File: config.mk
export PLATFORM = sky130hd
export DESIGN_NAME = ads_front
export DESIGN_NICKNAME = d
export VERILOG_FILES = /design/src/hdl/ads_pkg.sv /design/src/hdl/ads_front.sv
export SDC_FILE = /design/constraint.sdc
export NUM_CORES = 1
export LEC_CHECK = 0
export ABC_AREA = 1
export CAP_MARGIN = 20
export CORE_MARGIN = 3
export CORE_UTILIZATION = 40
export DETAILED_ROUTE_END_ITERATION = 8
export DONT_BUFFER_PORTS = 1
export PLACE_DENSITY_LB_ADDON = 0.3
export SETUP_SLACK_MARGIN = 0.05
export SLEW_MARGIN = 20
export SYNTH_ARGS = -nofsm -noshare
export SYNTH_HDL_FRONTEND = slang
export SYNTH_SLANG_ARGS = --single-unit
export TNS_END_PERCENT = 50
File: constraint.sdc
create_clock -name vclk -period 25.1
set_clock_uncertainty 0.1 [all_clocks]
set_input_delay 6.275 -clock vclk [all_inputs]
set_output_delay 6.275 -clock vclk [all_outputs]
set_load 0.01 [all_outputs]
File: src/hdl/ads_pkg.sv
// Shared types and constants of the area-descending sorter.
package ads_pkg;

    // Field widths of input and result items.
    localparam int DIM_W    = 12;
    localparam int AREA_W   = 24;
    localparam int INDEX_W  = 6;

    // Packed stream widths, padded to whole bytes.
    localparam int S_DATA_W = 24;
    localparam int M_DATA_W = 32;
    localparam int M_PAD_W  = M_DATA_W - INDEX_W - AREA_W;

    // Queue between the front and the back.
    localparam int QUEUE_DEPTH = 4;
    localparam int QPTR_W      = $clog2(QUEUE_DEPTH);

    // One classified item waiting for the insertion chain.
    typedef struct packed {
        logic [AREA_W-1:0] area;
        logic              last;
    } queue_entry_t;

endpackage

File: src/hdl/ads_front.sv
// Front end: accepts size items and turns each into an area entry for the queue.
module ads_front
    import ads_pkg::*;
(
    input  logic                clk,
    input  logic                rst_n,
    input  logic                s_tvalid,
    output logic                s_tready,
    input  logic [S_DATA_W-1:0] s_tdata,
    input  logic                s_tlast,
    output logic                q_valid,
    input  logic                q_ready,
    output queue_entry_t        q_entry
);

    logic [DIM_W-1:0]  width;
    logic [DIM_W-1:0]  height;
    logic [AREA_W-1:0] area;

    // Unpack the width and height fields.
    assign width  = s_tdata[DIM_W-1:0];
    assign height = s_tdata[2*DIM_W-1:DIM_W];

    // A 12 by 12 product fits the 24-bit area exactly; the queue registers it.
    assign area = AREA_W'(width) * AREA_W'(height);

    // Hand the item straight to the queue.
    assign q_valid       = s_tvalid;
    assign s_tready      = q_ready;
    assign q_entry.area  = area;
    assign q_entry.last  = s_tlast;

endmodule

# [Word level (Yosys, flattened, before mapping)]
# Cells that the tools add are included.
[totals] in_bits=29 output_inout_bits=27 wordCells=1 regBits=0
[op_classes] mul=1
[op_table] cell="$mul 12x12->24" count=1

# [Logic depth before layout (Yosys ltp)]
# Gate-level depths: netlist of the first run.
[logic_depth] ltp_word=1 ltp_mapped=23

# [Least setup slack after synthesis of the first run]
# Ideal clock, no wire load.
[synth_path] path_type="input-to-output" from="input s_tdata[7]" to="output q_entry[23] in the netlist's numbering" setup_slack_ns=8.401 arrival_time_ns=10.324 cell_stages=21 required_ns=18.725 path_cell_list="clkbuf_1 nand2_1 fa_1 inv_1 fa_1 inv_1 fa_1 inv_1 fa_1 inv_1 fa_1 inv_1 ha_1 nand2_1 nor2_2 nand3_1 nand3_2 nand2_1 nand2_1 nand2_1 nand2_1"
[synth_lines] item="start, declared" line_no="ads_front.sv:9" rtl="input logic [S_DATA_W-1:0] s_tdata,"
[synth_lines] item="end, declared" line_no="ads_front.sv:13" rtl="output queue_entry_t q_entry"

==> flow_metrics.py, run 1 <==
metrics = {
    "layout": {
        "seq_area_sq_um": 0,
        "syn_to_final_growth_pct": 1.921,
        "n_sequential_cell": 0,
        "drive_gt1_frac": 0.01278,
        "utilization": 0.4241,
        "num-nets-final": 897,
        "nClkBuffers": 0,
        "diodes": 0,
    },
    "sta": {
        "fmax_ghz": 0.05988,
        "slew_headroom": 0.7602,
        "tightest_slew_ns": 0.3585,
        "tns_ns": 0,
        "setup_slack_ns": 8.401,
        "rsz0062_at_grt": "no",
        "period_needed_ns": 16.70,
        "finalHoldViolCount": 0,
        "slew_viol_final": 0,
        "setup_viol": 0,
        "finalCritPeriodShare": 0.6653,
    },
    "power": {
        "p_clk_frac": 0,
        "power.density_mw_per_mm2": 119.0,
        "p_seq_frac": 0,
        "swShare": 0.6592,
        "comb_power_share": 1.000,
        "total_power_uw": 616.5,
        "leakage_uw": 0.003373,
        "power.internal_uw": 210.1,
        "ir_worst_vdd_v": 0.00007657,
        "p_sw_uw": 406.4,
    },
    "critical_path": {
        "required_ns": 18.72,
        "slowest_stage": "fa_1",
        "crit_family": "adder cells",
        "critPathLaunchType": "input pin",
        "crit_fanout": 12,
        "cp_common_cell": "fa_1",
        "cpPeakStageDelay_ns": 0.55,
        "cp.arrival_ns": 10.32,
        "critical_path_buf_inv_count": 4,
        "path_class": "in -> out",
        "end_kind": "output pin",
        "cp_cell_sequence": "nand2_1 > inv_1 > fa_1 > fa_1 > fa_1 > fa_1 > inv_1 > fa_1 > inv_1 > ha_1 > nand2_1 > inv_1 > a21oi_1 > nand3_2 > xor2_1",
    },
    "floorplanning": {
        "ios": 56,
        "rows": 40,
        "dieArea_sq_mm": 0.01409,
        "coreArea_sq_mm": 0.01221,
        "die_y_um": 118.7,
        "start_util": 0.4161,
        "dieWidth_um": 118.7,
    },
    "detailed_routing": {
        "drc": 0,
        "viasPerCell": 4.697,
        "first_pass_iters": 4,
        "vias": 4096,
        "ant_nets": 0,
        "wire_per_inst_um": 12.73,
        "wl_mm": 11.10,
        "drt_iter0_drc": 179,
    },
    "grt": {
        "grt_usage": 0.1624,
        "grt_overflow": 0,
        "first_global_vias": 4216,
        "grt_max_degree": 13,
        "grt_antenna_before_repair": 0,
        "grt_pass1_wl_mm": 19.62,
    },
    "place": {
        "place_ws_ns": 8.358,
        "gp_congestion": 0.9032,
        "numPortBuffers": 0,
        "dp_hpwl_mm": 10.03,
    },
    "synth": {
        "synth_top_area_frac": 0.3940,
        "synthesis.nets": 922,
        "post-synth-top-count-cell": "nand2_1",
        "synth.top_cells.by_count": "nand2_1, inv_1, fa_1",
        "synthMuxAreaShare": 0,
        "ys_types": 22,
        "ys_seq_area_frac": 0,
        "synth_top_area_cell": "fa_1",
        "synth_adder_area_share": 0.5467,
        "synth_simple_gate_area_frac": 0.2246,
        "synth-compound-area-share": 0.02068,
        "synth_top_family_by_area": "adder cells",
        "avgSynthCellArea_sq_um": 6.951,
        "synthXorXnorAreaFrac": 0.01896,
        "synth_area_leaders": "fa_1, nand2_1, inv_1, ha_1, clkbuf_1",
        "netlist_area_sq_mm": 0.005081,
        "synth_warnings": 0,
        "synthCells": 731,
    },
    "clocking": {
        "cts_resized": 0,
        "cts_hold_buf": 0,
        "post_cts_buffers": 0,
    },
    "worst_hold_path": {
        "min_path_type": "in -> out",
    },
    "run_status": {
        "status": "finished clean",
    },
    "flow_run": {
        "drv_cap": 0,
    },
}
through the flow:
| step | std cells | hold slack, ns | area, sq um |
|---|---|---|---|
| 3_3_place_gp | 872 | 12.45 | 5179 |
| 5_1_grt | 872 | 12.45 | 5179 |
| 3_5_place_dp | 872 | 12.45 | 5179 |
| 2_1_floorplan | 731 | 12.54 | 5081 |
| 4_1_cts | 872 | 12.45 | 5179 |
| 6_report | 872 | 12.45 | 5179 |
cell usage in the layout (no fill, tap or decap):
master	synthesis	final
a21oi_1	15	15
xnor2_1	4	4
ha_1	62	62
nor2_4	1	1
nand2_2	3	3
nand2_1	236	236
and2_4	1	1
xor2_1	7	7
nand3_1	17	17
nand3_2	2	2
fa_1	100	100
nand4_1	1	1
nand3b_1	1	1
o21bai_1	2	2
o21ai_0	3	3
nor2_1	17	17
inv_1	226	226
nor2_2	2	2
and2_1	1	1
nor3_1	3	3
routing by layer:
| layer | global-route usage | wire length, um |
|---|---|---|
| met1 | 0.2147 | 4695 |
| met4 | 0.01448 | 110 |
| met3 | 0.01244 | 372 |
| met5 | 0 | 0 |
| met2 | 0.3005 | 5924 |
cells by family (layout without fill, tap and decap cells):
kind of cell	count (synthesis)	count (layout)
adders and majority gates	162	162
xor gates and xnor gates	11	11
AOI/OAI and AO/OA	20	20
and+or+nand+nor	285	285
buffers and inverters	253	226
final timing paths:
check	cells past startpoint	to	from	slack (ns)
max	15	q_entry[15]	s_tdata[4]	8.40
min	0	q_valid	s_tvalid	12.45
final cells by class:
| cell class | instances | area (sq um) |
|---|---|---|
| fillers | 1324 | 7033 |
| inverters | 226 | 848.3 |
| multi-input cells | 478 | 4120 |
| well taps | 168 | 210.2 |
power by group through the flow:
| stage | Sequential, uW | Combinational, uW | Clock, uW |
|---|---|---|---|
| 2_1_floorplan | 0 | 494 | 0 |
| 3_3_place_gp | 0 | 625 | 0 |
| 3_5_place_dp | 0 | 629 | 0 |
| 4_1_cts | 0 | 633 | 0 |
| 5_1_grt | 0 | 714 | 0 |
| 6_report | 0 | 616 | 0 |
No activity file was read; power rests on OpenSTA's default activity.
==> run 2: changes to the inputs <==
- clock period: 25.1 -> 17.1 ns (I/O delays scaled with it)
==> flow_metrics.py, run 2 (synthesis results as in run 1) <==
metrics = {
    "run_status": {
        "status": "finished clean",
    },
    "floorplanning": {
        "die_y_um": 118.7,
        "dieArea_sq_mm": 0.01409,
        "coreArea_sq_mm": 0.01221,
        "ios": 56,
        "start_util": 0.4161,
        "rows": 40,
        "dieWidth_um": 118.7,
    },
    "layout": {
        "seq_area_sq_um": 0,
        "drive_gt1_frac": 0.01278,
        "final_area_sq_mm": 0.005179,
        "diodes": 0,
        "layout_commonest_cell": "nand2_1",
        "syn_to_final_growth_pct": 1.921,
        "final_cell_mix": "nand2_1, inv_1, fa_1",
        "nClkBuffers": 0,
        "num-nets-final": 897,
        "fillCellCount": 1297,
        "n_sequential_cell": 0,
    },
    "detailed_routing": {
        "ant_nets": 0,
        "drc": 0,
        "viasPerCell": 4.685,
        "vias": 4085,
        "wire_per_inst_um": 12.68,
        "drt_iter0_drc": 145,
        "first_pass_iters": 4,
        "wl_mm": 11.05,
    },
    "critical_path": {
        "critPathLaunchType": "input pin",
        "slowest_stage": "fa_1",
        "cp_common_cell": "inv_1",
        "path_class": "in -> out",
        "cp.arrival_ns": 8.32,
        "cp_cell_sequence": "nand2_1 > inv_1 > fa_1 > inv_1 > fa_1 > inv_1 > fa_1 > fa_1 > inv_1 > fa_1 > inv_1 > ha_1 > nand2_2 > inv_1 > a21oi_1 > nand3_1 > nand2_1 > nand2_1 > nand2_1 > nand2_1",
        "end_kind": "output pin",
        "crit_fanout": 12,
        "required_ns": 12.73,
        "cpPeakStageDelay_ns": 0.54,
    },
    "place": {
        "dpl_cell_area_sq_mm": 0.005179,
        "dp_hpwl_mm": 9.931,
        "numPortBuffers": 0,
        "gp_congestion": 0.9044,
    },
    "power": {
        "comb_power_share": 1.000,
        "swShare": 0.6591,
        "p_sw_uw": 595.9,
        "power.density_mw_per_mm2": 174.6,
        "leakage_uw": 0.003373,
        "ir_worst_vdd_v": 0.0001002,
        "p_clk_frac": 0,
        "power.internal_uw": 308.2,
        "p_seq_frac": 0,
    },
    "sta": {
        "tightest_slew_ns": 0.3598,
        "setup_viol": 0,
        "slew_viol_final": 0,
        "slew_headroom": 0.7584,
        "finalHoldViolCount": 0,
        "tns_ns": 0,
        "rsz0062_at_grt": "no",
        "finalCritPeriodShare": 0.7423,
        "period_needed_ns": 12.69,
        "fmax_ghz": 0.07878,
    },
    "grt": {
        "grt_usage": 0.1623,
        "grt_pass1_wl_mm": 19.61,
        "grt_overflow": 0,
        "grt_antenna_before_repair": 0,
        "first_global_vias": 4256,
        "grt_max_degree": 13,
    },
    "worst_hold_path": {
        "holdPathStages": 0,
        "min_path_type": "in -> out",
    },
    "clocking": {
        "post_cts_buffers": 0,
        "cts_resized": 0,
        "cts_hold_buf": 0,
    },
    "flow_run": {
        "drv_cap": 0,
    },
}
## run 2: cell counts in the layout (fill, tap and decap cells not counted)
No cell type changed its count.
## run 2: worst max-delay path: cells and delay by family
family / cells / cell delay (ns)
simple gates: 7 / 0.67
compound gates: 1 / 0.20
fa+ha+maj: 6 / 2.87
buf+inv: 6 / 0.30
## run 2: routing by layer
metal | vias up | GRT usage | share of wire
met5 | - | 0 | 0
met4 | 0 | 0.01665 | 0.013
met3 | 10 | 0.01914 | 0.044
met2 | 71 | 0.3023 | 0.53
met1 | 2004 | 0.2079 | 0.42
li1 | 2000 | - | -
## run 2: power groups by stage
stage	Sequential (uW)	Clock, uW	Combinational (uW)
6_report	0	0	904
5_1_grt	0	0	1050
4_1_cts	0	0	930
3_5_place_dp	0	0	925
3_3_place_gp	0	0	917
2_1_floorplan	0	0	726
## run 2: final cells by class
type | count | area (sq um) | share of cell area
Inverter | 226 | 848.3 | 0.1638
Multi-Input combinational cell | 478 | 4120 | 0.7956
Tap cell | 168 | 210.2 | 0.04059
## run 2: worst paths after layout
check,start,to,slack [ns]
setup / recovery,s_tdata[18],q_entry[22],4.41
hold / removal,s_tvalid,q_valid,8.45
## run 2: through the flow
step	hold slack, ns	worst slack [ns]	total power (uW)	std cells	util
3_3_place_gp	8.450	4.381	917.4	872	0.4241
3_5_place_dp	8.450	4.382	924.8	872	0.4241
4_1_cts	8.450	4.371	930.4	872	0.4241
6_report	8.450	4.407	904.2	872	0.4241
2_1_floorplan	8.539	4.401	725.5	731	-
5_1_grt	8.450	4.194	1048	872	0.4241
