$ cat config.mk
export PLATFORM = sky130hd
export DESIGN_NAME = ads_queue
export DESIGN_NICKNAME = d
export VERILOG_FILES = /design/src/hdl/ads_pkg.sv /design/src/hdl/ads_queue.sv
export SDC_FILE = /design/constraint.sdc
export NUM_CORES = 1
export LEC_CHECK = 0
export ABC_AREA = 1
export BUFFER_PORTS_ARGS = -buffer_cell sky130_fd_sc_hd__buf_4
export CELL_PAD_IN_SITES_DETAIL_PLACEMENT = 1
export CELL_PAD_IN_SITES_GLOBAL_PLACEMENT = 1
export CORE_MARGIN = 2
export CORE_UTILIZATION = 38
export CTS_BUF_LIST = sky130_fd_sc_hd__clkbuf_16
export DETAILED_ROUTE_END_ITERATION = 16
export PLACE_DENSITY_LB_ADDON = 0.1
export SLEW_MARGIN = 20
export SYNTH_ARGS = -nofsm -noshare
export SYNTH_HDL_FRONTEND = slang
export SYNTH_SLANG_ARGS = --single-unit
$ cat constraint.sdc
create_clock -name clk -period 6.91 [get_ports clk]
set_clock_uncertainty 0.05 [all_clocks]
set_input_delay 1.0365 -clock clk [delete_from_list [all_inputs] [get_ports clk]]
set_output_delay 1.0365 -clock clk [all_outputs]
set_load 0.01 [all_outputs]
$ cat src/hdl/ads_pkg.sv
// Shared types and constants of the area-descending sorter.
package ads_pkg;

    // Field widths of input and result items.
    localparam int DIM_W    = 12;
    localparam int AREA_W   = 24;
    localparam int INDEX_W  = 6;

    // Packed stream widths, padded to whole bytes.
    localparam int S_DATA_W = 24;
    localparam int M_DATA_W = 32;
    localparam int M_PAD_W  = M_DATA_W - INDEX_W - AREA_W;

    // Queue between the front and the back.
    localparam int QUEUE_DEPTH = 4;
    localparam int QPTR_W      = $clog2(QUEUE_DEPTH);

    // One classified item waiting for the insertion chain.
    typedef struct packed {
        logic [AREA_W-1:0] area;
        logic              last;
    } queue_entry_t;

endpackage

$ cat src/hdl/ads_queue.sv
// Short queue of area entries between the front and the insertion chain.
module ads_queue
    import ads_pkg::*;
(
    input  logic         clk,
    input  logic         rst_n,
    input  logic         wr_valid,
    output logic         wr_ready,
    input  queue_entry_t wr_entry,
    output logic         rd_valid,
    input  logic         rd_ready,
    output queue_entry_t rd_entry
);

    queue_entry_t       mem_reg [QUEUE_DEPTH];
    logic [QPTR_W-1:0]  wr_ptr_reg;
    logic [QPTR_W-1:0]  wr_ptr_next;
    logic [QPTR_W-1:0]  rd_ptr_reg;
    logic [QPTR_W-1:0]  rd_ptr_next;
    logic [QPTR_W:0]    fill_reg;
    logic [QPTR_W:0]    fill_next;
    logic               push;
    logic               pop;

    assign wr_ready = (fill_reg != (QPTR_W+1)'(QUEUE_DEPTH));
    assign rd_valid = (fill_reg != '0);
    assign rd_entry = mem_reg[rd_ptr_reg];
    assign push     = wr_valid && wr_ready;
    assign pop      = rd_valid && rd_ready;

    // Pointer and fill bookkeeping.
    always_comb
    begin
        wr_ptr_next = wr_ptr_reg;
        rd_ptr_next = rd_ptr_reg;
        fill_next   = fill_reg;
        if (push)
        begin
            wr_ptr_next = wr_ptr_reg + 1'b1;
        end
        if (pop)
        begin
            rd_ptr_next = rd_ptr_reg + 1'b1;
        end
        if (push && !pop)
        begin
            fill_next = fill_reg + 1'b1;
        end
        else if (pop && !push)
        begin
            fill_next = fill_reg - 1'b1;
        end
    end

    always_ff @(posedge clk or negedge rst_n)
    begin
        if (!rst_n)
        begin
            wr_ptr_reg <= '0;
            rd_ptr_reg <= '0;
            fill_reg   <= '0;
        end
        else
        begin
            wr_ptr_reg <= wr_ptr_next;
            rd_ptr_reg <= rd_ptr_next;
            fill_reg   <= fill_next;
        end
    end

    // Entry storage needs no reset.
    always_ff @(posedge clk)
    begin
        if (push)
        begin
            mem_reg[wr_ptr_reg] <= wr_entry;
        end
    end

endmodule

; ---- Yosys cells after proc, flatten, opt, wreduce, memory -nomap -nowiden
; Memory sizes are Yosys's and may differ from the RTL's.
; Index checks and enable logic that the tools add are counted.
[totals]
latch_bits = 0
input_bits = 29
ram_bits = 100
regBits = 7
mem_bits_ro = 0
n_memories = 1
[op_classes]
n_div = 0
n_addsub = 4
mul = 0
magnitude_cmp = 0
shift = 0
muxes = 4
reduce_logical = 8
n_bitwise = 0
n_eq_ne = 1
[mem_list]
columns = name, words, word_bits, read_ports, rd_clocked_by_memory_dff, wr, line
row1 = mem_reg, 4, 25, 1, 0, 1, ads_queue.sv:15  ; queue_entry_t mem_reg [QUEUE_DEPTH];
[op_table]
columns = operator, n
row1 = 3-bit two-way mux, 2
row2 = 2-bit by 1-bit adder with 2-bit output (second input constant), 2
row3 = 1-bit logical AND, 4
row4 = 3-bit by 1-bit adder with 3-bit output (second input constant), 1
row5 = 3-bit inequality test (second input constant), 1
row6 = 3-bit nonzero test, 1
row7 = 3-bit by 1-bit subtractor with 3-bit output (second input constant), 1
row8 = 1-bit logical NOT, 2
row9 = 1-bit two-way mux, 2
row10 = 2-bit nonzero test, 1

; ---- Logic depth before layout (Yosys ltp)
; Gate-level depths: netlist (run 1).
[logic_depth]
depth_word = 6
mapped_depth = 12
mapped_depth_nobuf = 12

; ---- Least setup slack after synthesis (run 1)
; No wires, ideal clock.
[synth_path]
kind = input-to-reg
start = in wr_valid
end = mem mem_reg[0][0] (netlist bit) (enable)
path_stages = 2
arrival_ns = 2.253
slack_ns = 4.201
n_path_buf = 0
setup_ns = 0.407
cell_sequence = nand2_1 > nor2_1
[synth_via]
elab_chain_len = 3
[synth_rtl]
columns = element, line
row1 = from (decl), ads_queue.sv:7  ; input logic wr_valid,
row2 = 1-bit logical AND, ads_queue.sv:28  ; assign push = wr_valid && wr_ready;
row3 = 1-bit two-way mux, ads_queue.sv:74  ; if (push)
row4 = 1-bit two-way mux (not written as such), ads_queue.sv:76  ; mem_reg[wr_ptr_reg] <= wr_entry;
row5 = to (decl), ads_queue.sv:15
; Every way passes these cells.

==> results of run 1 <==
area by class of cell:
cell class                      instances  share of cell area
Clock inverter                          5              0.0152
Inverter                               66              0.0472
Multi-Input combinational cell        162               0.174
Sequential cell                       107               0.605
Timing Repair Buffer                   57              0.0815
Tap cell                              143              0.0341
Clock buffer                            9              0.0429
worst max path at each step:
stage	startpoint	to	depth (start not counted)
after CTS	rd_ptr_reg[0]	rd_entry[8]	6
after detailed placement	rd_ptr_reg[0]	rd_entry[8]	6
final	rd_ptr_reg[0]	rd_entry[8]	6
after global routing	rd_ptr_reg[0]	rd_entry[8]	6
after floorplan	wr_valid	mem_reg[0][0]	2
after global placement	rd_ptr_reg[0]	rd_entry[9]	6
cells by family (layout without fill, tap and decap cells):
group / count (synthesis) / after routing / share of synthesized area
DFF: 107 / 107 / 0.713
and+or+nand+nor: 104 / 104 / 0.0901
buffers and inverters: 82 / 137 / 0.0892
AOI/OAI and AO/OA: 51 / 51 / 0.0875
adders and majority gates: 6 / 6 / 0.0185
xor gates and xnor gates: 1 / 1 / 0.00196
power groups by stage:
stage | combinational, uW | sequential (uW) | clock, uW
finish | 812 | 898 | 531
detailed placement | 839 | 914 | 0
global route | 928 | 910 | 568
floorplan | 551 | 905 | 0
global placement | 818 | 910 | 0
CTS | 842 | 900 | 543
worst max-delay path, delay by kind of cell, from the launching register on:
family,cells,cell delay [ns]
AOI/OAI and AO/OA,1,0.11
and+or+nand+nor,2,0.22
buffers and inverters,3,1.22
DFF,1,0.40
synthesized netlist by cell type, drive strengths merged:
cell type | instances | area, um2
buf | 15 | 146
nand2 | 92 | 345
dfrtp | 7 | 175
nand3 | 7 | 35.0
edfxtp | 100 | 3000
inv | 66 | 248
xnor2 | 1 | 8.76
o211ai | 50 | 385
fa | 1 | 20.0
nor2 | 4 | 15.0
ha | 5 | 62.6
o21ai | 1 | 5.00
nand4 | 1 | 6.26
clkbuf | 1 | 3.75
routing by layer:
metal,wire (um),track usage,vias to the layer above,share of wire
met5,0,0,-,0
met4,124,0.0537,0,0.014
met3,309,0.0297,9,0.036
met2,4310,0.252,41,0.50
met1,3810,0.182,1282,0.45
li1,-,-,1298,-
through the flow:
stage / power, uW / std cells
final: 2240 / 549
after global routing: 2410 / 549
after CTS: 2290 / 549
after detailed placement: 1750 / 535
after global placement: 1730 / 535
after floorplan: 1460 / 351
==> flow_summary.toml, run 1 <==
[global_route]
grt_pass1_wl_um = 14000
overflow = 0
grt_usage = 0.146
antenna_found_initial = 0
grt_pass1_vias = 2746
grt_max_degree = 66

[critical_path]
r2r-start = "fill_reg[0]"
path_cells = "inv_2 > buf_4 > nand2_1 > o211ai_1 > nand2_1 > buf_4"
reg2reg_depth = 9
r2r_end = "fill_reg[1]"
rrSetupSlack_ns = 4.67
critPathCaptureType = "output port"
cp.arrival_ns = 2.32
critical-path-max-stage-delay_ns = 0.61
required_ns = 5.82
critPathMaxFanout = 65
crit_path_top_delay_cell = "buf_4"
worstSetupStartpointType = "flip-flop"
critical_path_class = "reg2out"

[pwr]
power_switching_uw = 764
power_frac_comb = 0.362
seqPwrFrac = 0.401
intPower_uw = 1480
clkPwrFrac = 0.237
max-vdd-ir-drop_v = 0.000199
powerDensity_nw_per_um2 = 427
switching_share = 0.341
leakagePower_uw = 0.00215

[clocking]
hold_buffers = 0
root_buffer = "clkbuf_16"
post_cts_buffers = 0
cts-buffers-inserted = 9
clkTransAtPathRegs_ns = 0.07
cts_buffer_depth = 2
tritoncts = "built"
cts.sinks = 107
cts-resized-gates = 0
htreeDepth = 3
clk_latency_ns = 0.34

[timing]
clock.fmax_mhz = 293
worstMarginPinSlew_ns = 0.900
maxSlewViolCount = 0
setup_viol = 0
hold_slack_ns = 0.448
slew_headroom = 0.398
worst_slack_ns = 3.50
post-route-period-util = 0.494
rsz0062_at_grt = "false"
hold_viol_final = 0
tns_ns = 0
period_minus_slack_ns = 3.41

[floorplanning]
ios = 56
start_util = 0.391
die_w_um = 112
die_h_um = 112
core_area_um2 = 11400
die-area_um2 = 12600
rows = 39

[place]
gp_congestion = 0.706
port_buffers = 55
dpl.hpwl_um = 5170
dpl-instance-area_um2 = 4950
dp_slack_ns = 3.84

[detailed_routing]
avgRoutedWirePerCell_um = 15.6
drc = 0
drt_wl_total_um = 8550
vias = 2630
dr.pass1.iters = 6
via_per_inst = 4.79
drtIter0Drc = 91
ant_nets = 0

[hold_path]
hold_path.class = "in2async"

[final_layout]
register_area_um2 = 3180
final_common_cell = "edfxtp_1"
fin_area_um2 = 5250
nFillCells = 1214
largest_reg_flops = 100
layout-drive-gt1-share = 0.195
final_cell_mix = "edfxtp_1, nand2_1, inv_1, buf_4, o211ai_1"
diodes = 0
multi_input_area_um2 = 913
final_nets = 438
areaGrowthSynthToFinish_pct = 17.8
fin_util = 0.460

[logic_synthesis]
synth-seq-cells = 107
synth_nets = 386
synth.cell_area_um2 = 4460
yosysUniqueCellTypes = 18
avgSynthCellArea_um2 = 12.7
yosys_warnings = 0
synth_seq_area_share = 0.713
syn_inst = 351

[outcome]
status = "complete, no violations"

[run]
drv_cap = 0
No activity file was read; power rests on OpenSTA's default activity.
==> run 2, diff against run 1 <==
Settings changed: ABC_AREA 1 to 0.
Clock period 6.91 ns to 2.8 ns, I/O delays scaled along.
==> run 2 against run 1 <==
Combinational power grew 100%. Clock-buffer cell count stayed put. Via count down 30%. Flip-flop and latch count stayed put. Routed wire length shrank 15%. Die area is 8.5% lower. Synthesized cell count shrank 53%. Sequential power grew to 2.5 times the previous value. Sequential share of layout area up 3.4 points. Design area is 5.3% lower. Largest cell class unchanged.
==> flow_summary.toml, run 2 <==
[hold_path]
hold_path.class = "in2reg"
hold_depth = 1

[timing]
hold_slack_ns = 0.226
tns_ns = 0
slew_headroom = 0.687
clock.fmax_mhz = 442
setup_viol = 0
maxSlewViolCount = 0
worstMarginPinSlew_ns = 0.470
period_minus_slack_ns = 2.26
rsz0062_at_grt = "false"
post-route-period-util = 0.809
hold_viol_final = 0

[final_layout]
largest_reg_flops = 100
final_cell_mix = "edfxtp_1, buf_4, mux4_2, clkbuf_16, mux4_1"
multi_input_area_um2 = 810
nFillCells = 982
final_common_cell = "edfxtp_1"
diodes = 0
register_area_um2 = 3180
final_nets = 272
areaGrowthSynthToFinish_pct = 22.4
fin_util = 0.480
layout-drive-gt1-share = 0.421

[logic_synthesis]
synth_top_area_share = 0.739
synth_common_cells = "edfxtp_1, mux4_2, dfrtp_1, mux4_1, ha_1"
avgSynthCellArea_um2 = 24.5
yosys_warnings = 0
synth_nets = 201
synth_seq_area_share = 0.782
yosysTopAreaCell = "edfxtp_1"
synth-seq-cells = 107
synth_edf_count = 100
yosysUniqueCellTypes = 19
synth_ff_type = "edfxtp_1"
synth.cell_area_um2 = 4070
synth.area.top_cells = "edfxtp_1, mux4_2, mux4_1"
syn_inst = 166
async_flop_share = 0.0654
synth_most_common_cell = "edfxtp_1"

[critical_path]
critPathMaxFanout = 15
cp.arrival_ns = 1.79
worstSetupStartpointType = "flip-flop"
critPathCaptureType = "output port"
reg2reg_depth = 8
required_ns = 2.33
critical_path_class = "reg2out"

[floorplanning]
start_util = 0.392
core_area_um2 = 10400
rows = 37
die_w_um = 107
die_h_um = 107
die-area_um2 = 11500
ios = 56

[clocking]
root_buffer = "clkbuf_16"
clkTransAtPathRegs_ns = 0.07
cts.sinks = 107
cts-buffers-inserted = 9
clk_latency_ns = 0.34
cts-resized-gates = 0
cts_buffer_depth = 2
tritoncts = "built"
htreeDepth = 3

[detailed_routing]
vias = 1854
ant_nets = 0
drtIter0Drc = 71
drt_wl_total_um = 7250
dr.pass1.iters = 4
drc = 0
avgRoutedWirePerCell_um = 19.2
via_per_inst = 4.90

[global_route]
grt_pass1_wl_um = 11400
grt_max_degree = 22
antenna_found_initial = 0
grt_pass1_vias = 2094
grt_usage = 0.137
overflow = 0

[pwr]
leakagePower_uw = 0.00177
max-vdd-ir-drop_v = 0.000431
powerDensity_nw_per_um2 = 1030

[outcome]
status = "complete, no violations"

[place]
port_buffers = 55
dpl.hpwl_um = 4850
gp_congestion = 0.654

[run]
drv_cap = 0
-- run 2: changes by cell type in the layout (fill, tap and decap cells not counted), sizes merged, moves of 3 or more --
| cell | delta |
|---|---|
| and2 | +4 |
| buf | +8 |
| inv | -61 |
| mux4 | +25 |
| nand2 | -90 |
| nand3 | -6 |
| o211ai | -50 |
| xnor2 | +3 |
-- run 2: where the power goes --
group          switching (uW)  total, uW  internal [uW]
combinational             795       1660            866
sequential                123       2250           2130
clock                     537       1230            691
total                    1460       5140           3680
-- run 2: worst paths after layout --
check	from	endpoint	slack, ns
setup / recovery	rd_ptr_reg[0]	rd_entry[16]	0.54
hold / removal	wr_entry[11]	mem_reg[3][11]	0.23
setup reg to reg	fill_reg[1]	fill_reg[2]	0.58
hold reg to reg	fill_reg[2]	fill_reg[2]	0.50
max in group asynchronous	rst_n	rd_ptr_reg[0]	2.19
min in group asynchronous	rst_n	fill_reg[2]	0.38
-- run 2: area by class of cell --
class	instances	area share
Sequential cell	107	0.639
Multi-Input combinational cell	50	0.163
Timing Repair Buffer	66	0.103
Clock buffer	9	0.0453
Tap cell	136	0.0342
Clock inverter	7	0.0138
Inverter	3	0.00226
-- run 2: cell families after synthesis --
kind of cell               after synthesis  synth area share
DFF                                    107             0.782
muxes                                   27             0.151
and+or+nand+nor                         10            0.0126
buffers and inverters                    9            0.0191
xor gates and xnor gates                 6            0.0129
adders and majority gates                6            0.0203
AOI/OAI and AO/OA                        1           0.00277
-- run 2: critical path, stage by stage, from the launching register on --
cell and delay, ns:
dfrtp_2 0.35, buf_4 0.29, mux4_1 0.64, buf_4 0.17
-- run 2: through the flow --
stage | cells | area [um2] | setup slack [ns] | total power [uW]
2_1_floorplan | 166 | 4070 | 0.736 | 3310
6_report | 378 | 4970 | 0.536 | 5140
4_1_cts | 378 | 4970 | 0.495 | 5240
3_3_place_gp | 361 | 4670 | 0.742 | 3920
3_5_place_dp | 361 | 4670 | 0.603 | 4000
5_1_grt | 378 | 4970 | 0.459 | 5400
-- run 2: layer usage --
layer  track usage  vias up  wire, um
met1         0.166      974      3070
met5             0        -         0
met4        0.0687        0       121
met3        0.0333       10       341
met2         0.230       41      3720
li1              -      829         -
-- run 2: repair_timing --
item,in CTS,in global routing
endpoints found under the hold margin,7,0
setup buffers,0,0
hold buffers,1,0
==> run 3, diff against run 2 <==
Settings changed: ABC_AREA 0 to 1.
Clock period 2.8 ns to 2 ns, I/O delays scaled along.
==> run 3 against run 2 <==
Register-to-register slack lost 0.43 ns. Total power grew 53%. Via count increased by 46%. Combinational power up 87%. Critical endpoint is now rd_entry[21]. Worst hold slack got worse by 0.13 ns. First-iteration DRC count increased by 44%. Sequential power increased by 38%.
==> flow_summary.toml, run 3 (synthesized netlist as in run 1, its figures left out) <==
[outcome]
status = "complete, no violations"

[clocking]
tritoncts = "built"
clk_latency_ns = 0.34
htreeDepth = 3
root_buffer = "clkbuf_16"
cts_buffer_depth = 2
clkTransAtPathRegs_ns = 0.07
post_cts_buffers = 0
cts.sinks = 107
cts-buffers-inserted = 9

[final_layout]
diodes = 0
fin_area_um2 = 5390
final_common_cell = "edfxtp_1"
nFillCells = 1206
layout-drive-gt1-share = 0.221
largest_reg_flops = 100
final_cell_mix = "edfxtp_1, nand2_1, buf_4, inv_1, o211ai_1"
final_nets = 451
areaGrowthSynthToFinish_pct = 20.8

[timing]
worst_slack_ns = 0.119
setup_viol = 0
clock.fmax_mhz = 532
worstMarginPinSlew_ns = 0.379
post-route-period-util = 0.940
hold_viol_final = 0
slew_headroom = 0.748
maxSlewViolCount = 0
period_minus_slack_ns = 1.88
hold_slack_ns = 0.0977

[global_route]
grt_usage = 0.145
grt_pass1_wl_um = 13900
antenna_found_initial = 0
grt_max_degree = 63
overflow = 0
grt_pass1_vias = 2788

[detailed_routing]
wl_met2_um = 4700
vias = 2714
via_per_inst = 4.81
drt_wl_total_um = 8970
avgRoutedWirePerCell_um = 15.9
drtIter0Drc = 102
drc = 0
wl_met1_um = 3860
dr.pass1.iters = 4
ant_nets = 0
wl_met3_um = 277
top_layer = "met4"

[critical_path]
cpMostUsedCell = "nand2_1"
critical-path-max-stage-delay_ns = 0.42
crit_family = "buffers and inverters"
path_cells = "inv_4 > buf_12 > nand2_1 > o211ai_1 > nand2_1 > buf_4"
critical_path_class = "reg2out"
path_buf_inv = 3
worstSetupStartpointType = "flip-flop"
crit_path_top_delay_cell = "dfrtp_1"
required_ns = 1.65
critPathCaptureType = "output port"
cp.arrival_ns = 1.53
critPathMaxFanout = 39

[pwr]
max-vdd-ir-drop_v = 0.000633
powerDensity_nw_per_um2 = 1460
leakagePower_uw = 0.00223
total_power_uw = 7860

[hold_path]
hold_path.class = "in2reg"

[run]
drv_cap = 0

[floorplanning]
core_area_um2 = 11400
die_h_um = 112
die-area_um2 = 12600
die_w_um = 112
rows = 39
ios = 56
start_util = 0.391

[place]
dpl-instance-area_um2 = 5070
gp_congestion = 0.733
port_buffers = 55
dp_slack_ns = 0.113
dpl.hpwl_um = 5550
==> run 3: cell types whose count changed in the layout (fill, tap and decap cells not counted), sizes merged, moves of 3 or more <==
cell,delta
nand2,+90
inv,+63
o211ai,+50
mux4,-25
nand3,+6
and2,-4
buf,+3
xnor2,-3
==> run 3: final cells by class <==
cell class | count | area (um2) | area share
inverter | 66 | 250 | 0.0464
clock buffer | 9 | 225 | 0.0418
timing repair buffer | 70 | 583 | 0.108
multi-input combinational | 162 | 921 | 0.171
sequential | 107 | 3180 | 0.590
clock inverter | 7 | 51.3 | 0.00952
tap | 143 | 179 | 0.0332
==> run 3: worst reg2reg max path, cell delays in order, from the launching register on <==
cell     delay (ns)
dfrtp_1        0.42
inv_1          0.10
nand3_1        0.14
nand2_1        0.11
inv_1          0.05
ha_1           0.20
inv_1          0.10
fa_1           0.42
nand2_1        0.07
o21ai_0        0.08
==> run 3: metal layers <==
metal,vias to the layer above,GRT usage
met5,-,0
met4,0,0.0488
met3,8,0.0367
met2,37,0.259
met1,1337,0.170
li1,1332,-
==> run 3: repair_timing <==
item	CTS	global route
hold buffers	1	0
gates resized for setup	0	3
setup endpoints to repair	0	10
endpoints found under the hold margin	7	0
==> run 3: per-stage QoR <==
stage               utilization  std cells  TNS, ns
CTS                       0.469        563        0
detailed placement        0.444        546        0
floorplan                     -        351   -34.67
finish                    0.472        564        0
global route              0.472        564  -0.0261
global placement          0.444        546        0
==> run 3: power by group <==
group | internal [uW] | total (uW) | switching, uW | leakage [uW]
registers | 2960 | 3110 | 150 | 0.00100
clock network | 851 | 1640 | 789 | 0.000135
logic | 1270 | 3110 | 1840 | 0.00110
total | 5080 | 7860 | 2770 | 0.00223
==> run 3: final timing paths <==
kind	slack [ns]	end	cells after the start	startpoint
max	0.12	rd_entry[21]	6	rd_ptr_reg[0]
min	0.1	mem_reg[3][11]	1	wr_entry[11]
max reg2reg	0.15	fill_reg[1]	9	fill_reg[0]
min reg2reg	0.46	fill_reg[2]	2	fill_reg[2]
max in group asynchronous	1.53	wr_ptr_reg[0]	2	rst_n
min in group asynchronous	0.24	rd_ptr_reg[0]	2	rst_n
